## config.mk

```make
export PLATFORM = sky130hd
export DESIGN_NAME = tbrl_ctrl
export DESIGN_NICKNAME = d
export VERILOG_FILES = /design/src/design/token_bucket_rate_limiter_core_macros.svh /design/src/design/tbrl_pkg.sv /design/src/design/tbrl_ctrl.sv
export SDC_FILE = /design/constraint.sdc
export NUM_CORES = 1
export LEC_CHECK = 0
export ABC_CLOCK_PERIOD_IN_PS = 3300
export BUFFER_PORTS_ARGS = -buffer_cell sky130_fd_sc_hd__buf_2
export CAP_MARGIN = 30
export CORE_AREA = 2 2 39 41
export DETAILED_ROUTE_END_ITERATION = 8
export DIE_AREA = 0 0 41 43
export PLACE_DENSITY = 0.51
export SYNTH_ARGS = -nofsm -noshare
export SYNTH_HDL_FRONTEND = slang
export SYNTH_SLANG_ARGS = --single-unit
```

## constraint.sdc

```tcl
create_clock -name clk -period 3.3 [get_ports clk]
set_clock_uncertainty 0.15 [all_clocks]
set_input_delay 0.165 -clock clk [delete_from_list [all_inputs] [get_ports clk]]
set_output_delay 0.165 -clock clk [all_outputs]
set_load 0.01 [all_outputs]
```

## src/design/token_bucket_rate_limiter_core_macros.svh

```systemverilog
// assertion macros of the rate limiter rtl
`ifndef TOKEN_BUCKET_RATE_LIMITER_CORE_MACROS_SVH
`define TOKEN_BUCKET_RATE_LIMITER_CORE_MACROS_SVH

// same-cycle implication, checked while out of reset
`define TBRL_ASSERT_IMP(label, clk, rst_n, ante, cons) \
	label: assert property (@(posedge clk) disable iff (!rst_n) (ante) |-> (cons)) \
		else $error("tbrl implication check failed");

// next-cycle implication, checked while out of reset
`define TBRL_ASSERT_NXT(label, clk, rst_n, ante, cons) \
	label: assert property (@(posedge clk) disable iff (!rst_n) (ante) |=> (cons)) \
		else $error("tbrl next-cycle check failed");

`endif

```

## src/design/tbrl_pkg.sv

```systemverilog
// types and constants of the token bucket rate limiter
`default_nettype none
package tbrl_pkg;

	localparam int IDX_IN_W = 10;
	localparam int TS_W     = 48;
	localparam int RETRY_W  = 17;
	localparam int CFG_W    = 16;
	localparam int CFG_IDX_W = 1;

	localparam logic [CFG_IDX_W-1:0] CFG_MAX_TOKENS = 1'b0;
	localparam logic [CFG_IDX_W-1:0] CFG_WINDOW     = 1'b1;

	localparam logic [CFG_W-1:0]   MAX_TOKENS_RST = 16'd100;
	localparam logic [CFG_W-1:0]   WINDOW_RST     = 16'd60;
	localparam logic [RETRY_W-1:0] RETRY_SAT      = 17'h1FFFF;

	typedef struct packed {
		logic [IDX_IN_W-1:0] bucket_index;
		logic [TS_W-1:0]     timestamp;
	} req_t;

	typedef struct packed {
		logic               allowed;
		logic [RETRY_W-1:0] retry_after_seconds;
	} rsp_t;

	typedef enum logic [3:0] {
		ST_CLEAR,
		ST_IDLE,
		ST_IDX,
		ST_IDX2,
		ST_READ,
		ST_EVAL,
		ST_UPD,
		ST_DEC,
		ST_DIV
	} state_t;

	// controller to datapath
	typedef struct packed {
		logic clr_en;
		logic capture;
		logic idx1;
		logic idx2;
		logic rd_en;
		logic eval;
		logic upd;
		logic dec;
		logic res_fast;
		logic div_start;
		logic res_div;
	} cmd_t;

	// datapath to controller
	typedef struct packed {
		logic clr_last;
		logic grant;
		logic div_zero;
		logic div_done;
	} sts_t;

endpackage
`default_nettype wire

```

## src/design/tbrl_ctrl.sv

```systemverilog
// sequencing state machine of the rate limiter
`default_nettype none
module tbrl_ctrl (
	input  wire logic           clk,
	input  wire logic           arst_n,
	input  wire logic           start,
	input  wire tbrl_pkg::sts_t sts,
	output tbrl_pkg::cmd_t      cmd,
	output logic                busy
);
	import tbrl_pkg::*;

	state_t state_q;
	state_t state_d;

	always_ff @(posedge clk or negedge arst_n) begin
		if (!arst_n) begin
			state_q <= ST_CLEAR;
		end else begin
			state_q <= state_d;
		end
	end

	always_comb begin
		state_d = state_q;
		case (state_q)
			ST_CLEAR: if (sts.clr_last) state_d = ST_IDLE;
			ST_IDLE:  if (start) state_d = ST_IDX;
			ST_IDX:   state_d = ST_IDX2;
			ST_IDX2:  state_d = ST_READ;
			ST_READ:  state_d = ST_EVAL;
			ST_EVAL:  state_d = ST_UPD;
			ST_UPD:   state_d = ST_DEC;
			ST_DEC: begin
				if (sts.grant || sts.div_zero) begin
					state_d = ST_IDLE;
				end else begin
					state_d = ST_DIV;
				end
			end
			ST_DIV:   if (sts.div_done) state_d = ST_IDLE;
			default:  state_d = ST_CLEAR;
		endcase
	end

	always_comb begin
		cmd  = '0;
		busy = 1'b1;
		case (state_q)
			ST_CLEAR: cmd.clr_en = 1'b1;
			ST_IDLE: begin
				busy        = 1'b0;
				cmd.capture = start;
			end
			ST_IDX:   cmd.idx1 = 1'b1;
			ST_IDX2:  cmd.idx2 = 1'b1;
			ST_READ:  cmd.rd_en = 1'b1;
			ST_EVAL:  cmd.eval = 1'b1;
			ST_UPD:   cmd.upd = 1'b1;
			ST_DEC: begin
				cmd.dec       = 1'b1;
				cmd.res_fast  = sts.grant || sts.div_zero;
				cmd.div_start = !(sts.grant || sts.div_zero);
			end
			ST_DIV:   cmd.res_div = sts.div_done;
			default:  cmd = '0;
		endcase
	end
endmodule
`default_nettype wire

```

==> key figures <==
Final layout
  – Biggest regs: state_q: 4 flops
  – Fraction of layout cells with a size suffix above 1: 0.500
  – Area Growth Syn to Fin: 27.9%
  – Fin cells: 74
  – Top reg by flops: state_q
  – Max FFs per register: 4
  – Inserted Diodes: 0
  – Fin nets: 67

Synth
  – Synth top cells by count: 6 x nor2_1, 4 x buf_6, 4 x dfrtp_1
  – Synth Area per Inst: 9.88 um2
  – Yosys top cell by area: dfrtp_1
  – YS warnings: 0
  – FF+latch count, synth: 4
  – Number of synthesized flops with an enable pin: 0
  – Top FF cell, synth: dfrtp_1
  – Synth top area share: 0.260
  – Synth Instances: 39
  – Synth async-reset ratio: 1.00
  – Register area share after synthesis: 0.260
  – Area of the mapped netlist: 385 um2
  – Synth Area in Compound Gates: 0.107
  – Synth Area in Simple Gates: 0.425
  – Xor-xnor portion of the synthesized cell area: 0.0227
  – Synthesized net count: 46
  – Unique cell type count in the Yosys netlist: 24
  – Largest family of logic cells by synthesized area: simple AND/OR/NAND/NOR gates
  – Most frequent cell after synthesis: nor2_1
  – Mux contribution to synthesized area: 0.0390
  – Adder-Cell Fraction of Synth Area: 0
  – Dominant cells by area after synthesis: dfrtp_1 26%, buf_6 12%, nor2_1 5.8%

Placement
  – Cell Count Post-Placement: 69
  – IO Port Bufs: 18
  – GPL Wtd Cong: 0.733
  – Hpwl dp: 597 um

Drt
  – Drt pass-1 iters: 3
  – DRT iter0 DRCs: 2
  – DRT antenna net count: 0
  – Total number of vias: 340
  – DRC Markers: 0
  – Post-DR vias/cell: around 4.6
  – WL/cell: 11.3 um
  – Overall routed net length: 838 um

Worst setup path
  – Crit path from: state_q[1]
  – Critical Path Start Type: flip-flop
  – Crit. End Element: output pin
  – Crit path kind: reg2out
  – R2r setup slk: around 1800 ps
  – Worst reg2reg path depth: 3
  – Worst path required time: 2980 ps
  – RR Startpoint: state_q[3]
  – Arr. time, crit path: 1510 ps
  – CP max FO: 10
  – Crit path capture: cmd[9]
  – R2R Path End: state_q[0]

STA
  – Final Hold Viols: 0
  – Max transition margin: 0.712
  – Max-slew violations: 0
  – RSZ-0062 raised after global routing: false
  – Worst-Margin Slew: around 430 ps
  – Post-route setup TNS: 0 ps
  – Tcrit/Tclk final: 0.553
  – Count of final setup violators: 0
  – Fin crit period: between 1500 and 2000 ps
  – Fmax: 548 MHz

Worst hold path
  – Hold Crit Class: in2async

Floorplan
  – I/O pin cnt: 19
  – Die area: 1760 um2
  – Die Span Y: 43 um
  – Num rows: 14
  – Chip Width: approximately 41 um
  – Starting density of the core: 0.278
  – Core footprint: 1380 um2

Global route
  – Met3 usage: 0.0314
  – First-pass GRT wire length: 1480 um
  – GR Layer Usage met1: 0.174
  – Largest net degree at the start of global routing: 12
  – Busiest grt layer: met1
  – Initial antenna violation count: 0
  – GRT met2 Usage: 0.163
  – Total Routing Usage GR: 0.128
  – GR Overflow Total: 0
  – Via count of the first global-routing pass: 343

Run status
  – Status: finished, final reports clean

Clock tree
  – Clk sinks: 4
  – Clock Root Buffer: clkbuf_4
  – Clk_lat worst skew: 240 ps
  – Post_cts resized: 0
  – TritonCTS Buffers: 3
  – Setup bufs post-CTS: 0
  – Buffer depth of the longest clock path: 2
  – CTS clock-pin slew for the worst setup and hold paths: 40 ps
  – CTS HTree Levels: 1
  – CTS tree: yes

Pwr
  – Power Density: roughly 840 nW/um2
  – Lkg Pwr: 0.254 nW
  – Maximum VDD drop: 0.000215 V

Job
  – Max-cap violations: 0
-- critical path, stage by stage, from the launching register on --
cell	delay, ps
dfrtp_1	500
nand2b_4	210
or3_4	350
nor2_1	90
buf_2	130
-- worst min-delay path by stage --
stage / end / startpoint / slack (ps)
after floorplan: state_q[0] / arst_n / -280
after global placement: state_q[2] / arst_n / -180
after detailed placement: state_q[2] / arst_n / -180
after CTS: state_q[2] / arst_n / 100
after global routing: state_q[3] / arst_n / 140
final: state_q[2] / arst_n / 110
-- layout make-up --
class | instances | area (um2)
multi-input combinational | 28 | 229
inverter | 3 | 11.3
timing repair buffer | 20 | 110
fill | 149 | 891
sequential | 4 | 100
tap | 16 | 20.0
clock buffer | 3 | 22.5
-- per-stage QoR --
stage           util  hold WS [ps]  power [mW]  cell area (um2)  worst slack, ps
6_report       0.356           111       0.413              493             1480
3_3_place_gp   0.325          -178       0.354              450             1740
3_5_place_dp   0.325          -178       0.353              450             1730
4_1_cts        0.356           101       0.420              493             1460
5_1_grt        0.356           137       0.454              493             1360
2_1_floorplan      -          -281       0.323              385             1820
-- kinds of logic after synthesis --
family / count (synthesis)
AO/OA/AOI/OAI: 4
XOR/XNOR: 1
buffers and inverters: 7
flip-flops: 4
multiplexers: 1
AND/OR/NAND/NOR: 22
-- repair_timing --
item                                    CTS  global route
endpoints found under the setup margin    0             0
hold buffers                              2             0
hold endpoints to repair                  5             0
-- power by group --
group	internal [mW]	total, mW	leakage (nW)	switching (mW)
sequential	0.0694	0.139	0.0497	0.0691
clock	0.0407	0.0609	0.0138	0.0202
combinational	0.115	0.214	0.191	0.0990
total	0.225	0.413	0.254	0.188
-- layout by cell type, fill, tap and decap left out, drive strengths merged, types with 2 or more instances in the layout --
cell / Yosys / routed
buf: 4 / 18
nor2: 6 / 6
dfrtp: 4 / 4
nor3: 4 / 4
inv: 3 / 3
clkbuf: 0 / 3
dlygate4sd3: 0 / 2
nand2b: 2 / 2
nor4: 2 / 2
-- metal layers --
layer	up-vias	part of all wire
li1	174	-
met1	154	0.46
met2	12	0.48
met3	0	0.062
met4	0	0
met5	-	0
Power figures use the tool's default switching activity.
